<file path="config.mk">
export PLATFORM = sky130hd
export DESIGN_NAME = rpa_front
export DESIGN_NICKNAME = d
export VERILOG_FILES = /design/src/rtl/core/rpa_pkg.sv /design/src/rtl/core/rpa_front.sv
export SDC_FILE = /design/constraint.sdc
export NUM_CORES = 1
export LEC_CHECK = 0
export BUFFER_PORTS_ARGS = -buffer_cell sky130_fd_sc_hd__clkbuf_2
export CAP_MARGIN = 5
export CORE_MARGIN = 2
export CORE_UTILIZATION = 51
export CTS_CLUSTER_SIZE = 20
export DETAILED_ROUTE_END_ITERATION = 8
export PLACE_DENSITY = 0.79
export SLEW_MARGIN = 40
export SYNTH_ARGS = -nofsm -noshare
export SYNTH_HDL_FRONTEND = slang
export SYNTH_SLANG_ARGS = --single-unit
</file>
<file path="constraint.sdc">
create_clock -name clk -period 2.8 [get_ports clk]
set_clock_uncertainty 0.1 [all_clocks]
set_input_delay 0.56 -clock clk [delete_from_list [all_inputs] [get_ports clk]]
set_output_delay 0.56 -clock clk [all_outputs]
set_load 0.02 [all_outputs]
</file>
<file path="src/rtl/core/rpa_pkg.sv">
// Shared types, constants and codes for the refcounted page allocator.
`timescale 1ns / 1ps

package rpa_pkg;

    localparam int PAGE_W    = 15;
    localparam int NUM_PAGES = 1 << PAGE_W;
    localparam int TOP_W     = PAGE_W + 1;
    localparam int COUNT_W   = 16;
    localparam int OP_W      = 3;
    localparam int STATUS_W  = 3;
    localparam int QUEUE_DEPTH = 2;

    localparam logic [COUNT_W-1:0] COUNT_MAX = {COUNT_W{1'b1}};

    // request opcodes as they arrive on the item channel
    localparam logic [OP_W-1:0] OP_INIT   = 3'd0;
    localparam logic [OP_W-1:0] OP_ALLOC  = 3'd1;
    localparam logic [OP_W-1:0] OP_FREE   = 3'd2;
    localparam logic [OP_W-1:0] OP_ADDREF = 3'd3;
    localparam logic [OP_W-1:0] OP_READ   = 3'd4;

    // result status codes
    localparam logic [STATUS_W-1:0] ST_OK    = 3'd0;
    localparam logic [STATUS_W-1:0] ST_RANGE = 3'd1;
    localparam logic [STATUS_W-1:0] ST_UNREF = 3'd2;
    localparam logic [STATUS_W-1:0] ST_EMPTY = 3'd3;
    localparam logic [STATUS_W-1:0] ST_OVER  = 3'd4;

    // classified request kinds handed from front to back
    typedef logic [2:0] kind_t;
    localparam kind_t K_NOP    = 3'd0;
    localparam kind_t K_INIT   = 3'd1;
    localparam kind_t K_ALLOC  = 3'd2;
    localparam kind_t K_FREE   = 3'd3;
    localparam kind_t K_ADDREF = 3'd4;
    localparam kind_t K_READ   = 3'd5;

    typedef struct packed {
        kind_t             kind;
        logic [PAGE_W-1:0] page;
        logic              range_err;
    } item_t;

    typedef struct packed {
        logic  valid;
        item_t item;
    } queue_head_t;

    typedef struct packed {
        logic pop;
        logic clearing;
    } back_ctl_t;

    typedef struct packed {
        logic [STATUS_W-1:0] status;
        logic [PAGE_W-1:0]   page_out;
        logic [COUNT_W-1:0]  ref_count;
        logic [TOP_W-1:0]    free_count;
        logic [TOP_W-1:0]    total_pages;
    } result_t;

endpackage

</file>
<file path="src/rtl/core/rpa_front.sv">
// Request front end: accepts beats, classifies them and queues them for the back end.
`timescale 1ns / 1ps

module rpa_front (
    input  logic                      clk,
    input  logic                      rst_n,
    input  logic                      item_valid,
    output logic                      item_stall,
    input  logic [rpa_pkg::OP_W-1:0]  op,
    input  logic [rpa_pkg::PAGE_W-1:0] page,
    input  logic [rpa_pkg::PAGE_W-1:0] first_usable_page,
    output rpa_pkg::queue_head_t      head,
    input  rpa_pkg::back_ctl_t        ctl
);
    import rpa_pkg::*;

    localparam int PTR_W = $clog2(QUEUE_DEPTH);
    localparam int CNT_W = $clog2(QUEUE_DEPTH + 1);

    item_t             entry_reg [QUEUE_DEPTH];
    logic [PTR_W-1:0]  wr_ptr_reg, wr_ptr_next;
    logic [PTR_W-1:0]  rd_ptr_reg, rd_ptr_next;
    logic [CNT_W-1:0]  count_reg, count_next;
    item_t             classified;
    logic              push;
    logic              pop;

    always_comb
    begin
        classified.page      = page;
        classified.range_err = page < first_usable_page;
        unique case (op)
            OP_INIT:   classified.kind = K_INIT;
            OP_ALLOC:  classified.kind = K_ALLOC;
            OP_FREE:   classified.kind = K_FREE;
            OP_ADDREF: classified.kind = K_ADDREF;
            OP_READ:   classified.kind = K_READ;
            default:   classified.kind = K_NOP;
        endcase
    end

    // no beats while the queue is full or while the count memory is being cleared after reset
    assign item_stall = (count_reg == CNT_W'(QUEUE_DEPTH)) || ctl.clearing;
    assign push       = item_valid && !item_stall;
    assign pop        = ctl.pop && (count_reg != '0);

    assign head.valid = count_reg != '0;
    assign head.item  = entry_reg[rd_ptr_reg];

    always_comb
    begin
        wr_ptr_next = push ? wr_ptr_reg + 1'b1 : wr_ptr_reg;
        rd_ptr_next = pop ? rd_ptr_reg + 1'b1 : rd_ptr_reg;
        count_next  = count_reg + CNT_W'(push) - CNT_W'(pop);
    end

    always_ff @(posedge clk or negedge rst_n)
    begin
        if (!rst_n)
        begin
            wr_ptr_reg <= '0;
            rd_ptr_reg <= '0;
            count_reg  <= '0;
        end
        else
        begin
            wr_ptr_reg <= wr_ptr_next;
            rd_ptr_reg <= rd_ptr_next;
            count_reg  <= count_next;
        end
    end

    always_ff @(posedge clk)
    begin
        if (push)
        begin
            entry_reg[wr_ptr_reg] <= classified;
        end
    end

endmodule

</file>
Word level (Yosys, flattened, before mapping)
Memory sizes are Yosys's and may differ from the RTL's.
Index checks and enable logic that the tools add are counted.
W data, S select, Z words.
{"block": "classes", "eq_ne": 5, "muxes": 3, "order_cmp": 1, "n_reduce_logical": 6, "add_sub_neg": 4}
{"operator": "$lt A15 B15 Y1", "n": 1}
{"operator": "$pmux W3 S5", "n": 1}
{"operator": "$eq A3 B2 Y1 const B", "n": 2}
{"operator": "$eq A3 B1 Y1 const B", "n": 1}
{"operator": "$eq A3 B3 Y1 const B", "n": 1}
{"operator": "$logic_not A3 Y1", "n": 1}
{"operator": "$add A1 B1 Y1 const B", "n": 2}
{"operator": "$add A2 B1 Y2", "n": 1}
{"operator": "$eq A2 B2 Y1 const B", "n": 1}
{"operator": "$logic_and A1 B1 Y1", "n": 2}
{"operator": "$mux W1", "n": 2}
{"operator": "$reduce_bool A2 Y1", "n": 1}
{"operator": "$sub A2 B1 Y2", "n": 1}
{"operator": "$logic_not A1 Y1", "n": 1}
{"operator": "$logic_or A1 B1 Y1", "n": 1}
{"block": "word_totals", "out_inout_bits": 21, "input_bits": 38, "elab_cells": 23, "ff_bits": 4, "n_memories": 1, "ram_bits": 38}
{"memory": "entry_reg", "depth": 2, "word_bits": 19, "read_ports": 1, "rd_clocked_by_memory_dff": 0, "wr": 1, "line_no": "rpa_front.sv:20", "source": "item_t entry_reg [QUEUE_DEPTH];"}

Depth between registers and ports, before layout
{"block": "depth", "depth_word": 6, "ltp_mapped": 8, "mapped_depth_nobuf": 8}

Worst setup path before layout
No wires, ideal clock.
{"block": "synth_path", "kind": "input to register", "startpoint": "input ctl[0] (netlist bit)", "endpoint": "memory entry_reg[0][0] (netlist bit) (enable)", "arrival_ns": 1.681, "setup_ns": 0.395, "n_path_buf": 0, "setup_slack_ns": 0.624, "path_stages": 3, "t_required_ns": 2.305, "path_cell_list": "a21oi_1 nand2_1 nor2_1"}
{"block": "synth_between", "elab_chain_cells": 5}
{"item": "start, declared", "line_no": "rpa_front.sv:13", "source": "input rpa_pkg::back_ctl_t ctl"}
{"item": "$logic_or A1 B1 Y1", "line_no": "rpa_front.sv:43", "source": "assign item_stall = (count_reg == CNT_W'(QUEUE_DEPTH)) || ctl.clearing;"}
{"item": "$logic_not A1 Y1", "line_no": "rpa_front.sv:44", "source": "assign push = item_valid && !item_stall;"}
{"item": "$logic_and A1 B1 Y1", "line_no": "rpa_front.sv:44"}
{"item": "$mux W1", "line_no": "rpa_front.sv:75", "source": "if (push)"}
{"item": "$mux W1 (implied by the code)", "line_no": "rpa_front.sv:77", "source": "entry_reg[wr_ptr_reg] <= classified;"}
{"item": "end, declared", "line_no": "rpa_front.sv:20"}
Every way passes these cells.

==> summary.md <==
| Metric | Value |
|---|---|
| Status | `completed` |
| Async set or reset register ratio after synthesis | `0.09524` |
| RSZ-0062 raised after global routing | `false` |
| Yosys reg bits | `42` |
| Area of the core | `3661 um^2` |
| FP Rows | `22` |
| Synth Area in Compound Gates | `0.04862` |
| Reg clk slew, reported paths | `70 ps` |
| P_leak | `1.082 nW` |
| Share of cells above drive strength 1 | `0.4356` |
| Design area | `2411 um^2` |
| First-pass GRT wire length | `5478 um` |
| Met1 GRT Util | `0.1791` |
| Post-Synth Simple-Gate Area | `0.04287` |
| Post-synth top area cell | `edfxtp_1` |
| Seq/Total Area, Yosys | `0.6347` |
| Synthesized instance count | `134` |
| Tmin final | `2353 ps` |
| Gp weighted congestion | `0.7261` |
| Routed Antenna Nets | `0` |
| TritonCTS clock tree | `yes` |
| Max_cap viols | `0` |
| Post-synthesis mux area share | `0.1094` |
| Non-filler cells, final | `250` |
| ANT cells | `0` |
| Met3 Usage GRT | `0.04089` |
| CP Launch Type | `flip-flop` |
| Slew Limit Fails | `0` |
| Port Buf Inserts | `58` |
| Setup crit end kind | `output port` |
| Initial antenna violation count | `0` |
| Postcts setup bufs | `0` |
| Final worst-path cycle share | `0.8402` |
| GRT met2 Usage | `0.3295` |
| Detailed Route Iter0 Violations | `15` |
| Largest net degree at the start of global routing | `20` |
| Final Net Count | `255` |
| Drt total wl | `3434 um` |
| Global Route Usage Sum | `0.1752` |
| PwrDens | `779.9 nW/um^2` |
| Netlist cell types | `23` |
| Post-synth EDFFs | `38` |
| Area grow syn2layout | `23.29%` |
| Max Freq | `425.1 MHz` |
| Hold-fix buffers, CTS | `1` |
| Die X | `65.93 um` |
| H-tree levels | `2` |
| Critical path arrival | `1690 ps` |
| Top-level I/O count | `59` |
| Sinks on the clock net | `42` |
| Worst-path fanout max | `11` |
| Worst Path Required | `2140 ps` |
| Worst hold path type | `input pin to flip-flop` |
| First-pass iteration count of the detailed router | `4` |
| CTS max path bufs | `2` |
| Post-CTS sizing | `0` |
| CP Class | `flip-flop to output port` |
| Final Hold Slack | `374.5 ps` |
| Gr busiest metal | `met2` |
| Die height | `65.93 um` |
| Vias in the first global route | `1325` |
| Post-Synth Adder-Cell Area | `0.1024` |
| Setup ws final | `447.4 ps` |
| Post-DP HPWL | `2703 um` |
| Total CTS buffers | `5` |
| Total grt overflow | `0` |
| Syn Std Cell Area | `1956 um^2` |
| Worst-margin pin slew | `427.6 ps` |
| Die area | `4346 um^2` |
| Dominant synthesized flop cell | `edfxtp_1` |
| Slew headroom | `0.7150` |
| DRC Markers | `0` |
| Inst Count DP | `241` |
| Syn Nets | `188` |
| Post-synth top cells | `edfxtp_1 (38), mux2_2 (19), inv_1 (18)` |
| TNS Setup | `0 ps` |
| Yosys warning count | `0` |
| Initial Util | `0.5342` |
| Pre-CTS setup slack | `750.5 ps` |
| Avg Cell Area, Syn | `14.59 um^2` |
| Largest family of logic cells by synthesized area | `multiplexers` |
| Finish-stage setup viols | `0` |
| WL per Instance | `13.74 um` |
| Share of the synthesized area in the top cell type | `0.5835` |
| Synth Area in XOR/XNOR | `0.02239` |
| Placed Area | `2321 um^2` |
| Worst-skew pair later-pin latency | `290 ps` |
| Hold Violations, Final | `0` |
| Vias/cell | `5.064` |
| Most numerous cell in the Yosys netlist | `edfxtp_1` |
| Vias | `1266` |
| Peak VDD IR | `0.0004407 V` |
| Clk Tree Root Cell | `clkbuf_8` |
| Ranking of synthesized cells by area | `edfxtp_1 (58%), mux2_2 (11%), ha_1 (10%)` |
| Max FFs per register | `38` |
layout make-up:
type | count | area, um^2
Multi-Input combinational cell | 72 | 639.4
Tap cell | 48 | 60.06
Timing Repair Buffer | 62 | 322.8
Sequential cell | 42 | 1241
Fill cell | 263 | 1250
Inverter | 18 | 67.56
Clock buffer | 8 | 80.08
per-layer routing:
metal	routed length, um	up-vias
met1	1331	607
met4	59	0
met3	158	5
li1	-	618
met2	1884	36
met5	0	-
stage by stage:
step	utilization	power [W]
floorplan	-	0.001322
global placement	0.6340	0.001510
detailed placement	0.6340	0.001545
CTS	0.6586	0.001902
global route	0.6586	0.001983
finish	0.6586	0.001880
power by group:
| part | internal, W | switching (W) |
|---|---|---|
| registers | 0.000795 | 0.0000641 |
| logic | 0.000299 | 0.000363 |
| clock network | 0.000177 | 0.000182 |
| total | 0.00127 | 0.000609 |
kinds of logic (layout without fill, tap and decap cells):
kind of cell | count (synthesis) | count (layout)
compound gates | 16 | 16
xor+xnor | 5 | 5
flops | 42 | 42
simple gates | 16 | 16
fa+ha+maj | 16 | 16
mux | 19 | 19
buf+inv | 20 | 88
placed cells by master, fill, tap and decap left out, drive strengths merged:
cell type / n
a21o: 3
a21oi: 8
a31oi: 1
and2: 1
and3: 1
and4: 1
buf: 3
clkbuf: 66
dfrtp: 4
dlygate4sd3: 1
edfxtp: 38
ha: 16
inv: 18
mux2: 19
nand2: 5
nand2b: 1
nand3: 1
nand4: 1
nor2: 4
o21a: 1
o21ai: 2
o221ai: 1
or2: 1
xnor2: 4
xor2: 1
critical path, cell delays in order, from the launching register on:
cell and delay [ps]:
dfrtp_1 610, buf_4 280, mux2_2 360, clkbuf_2 150
path summary, 6_finish.rpt:
path / start / end / slack, ps / cells after the start
min reg2reg: count_reg[1] / count_reg[1] / 420 / 1
min in group asynchronous: rst_n / count_reg[0] / 500 / 2
min: page[0] / entry_reg[0][1] / 370 / 1
max reg2reg: count_reg[1] / count_reg[1] / 980 / 7
max: rd_ptr_reg / head[6] / 450 / 3
max in group asynchronous: rst_n / wr_ptr_reg / 1980 / 2
No activity file was read; power rests on OpenSTA's default activity.
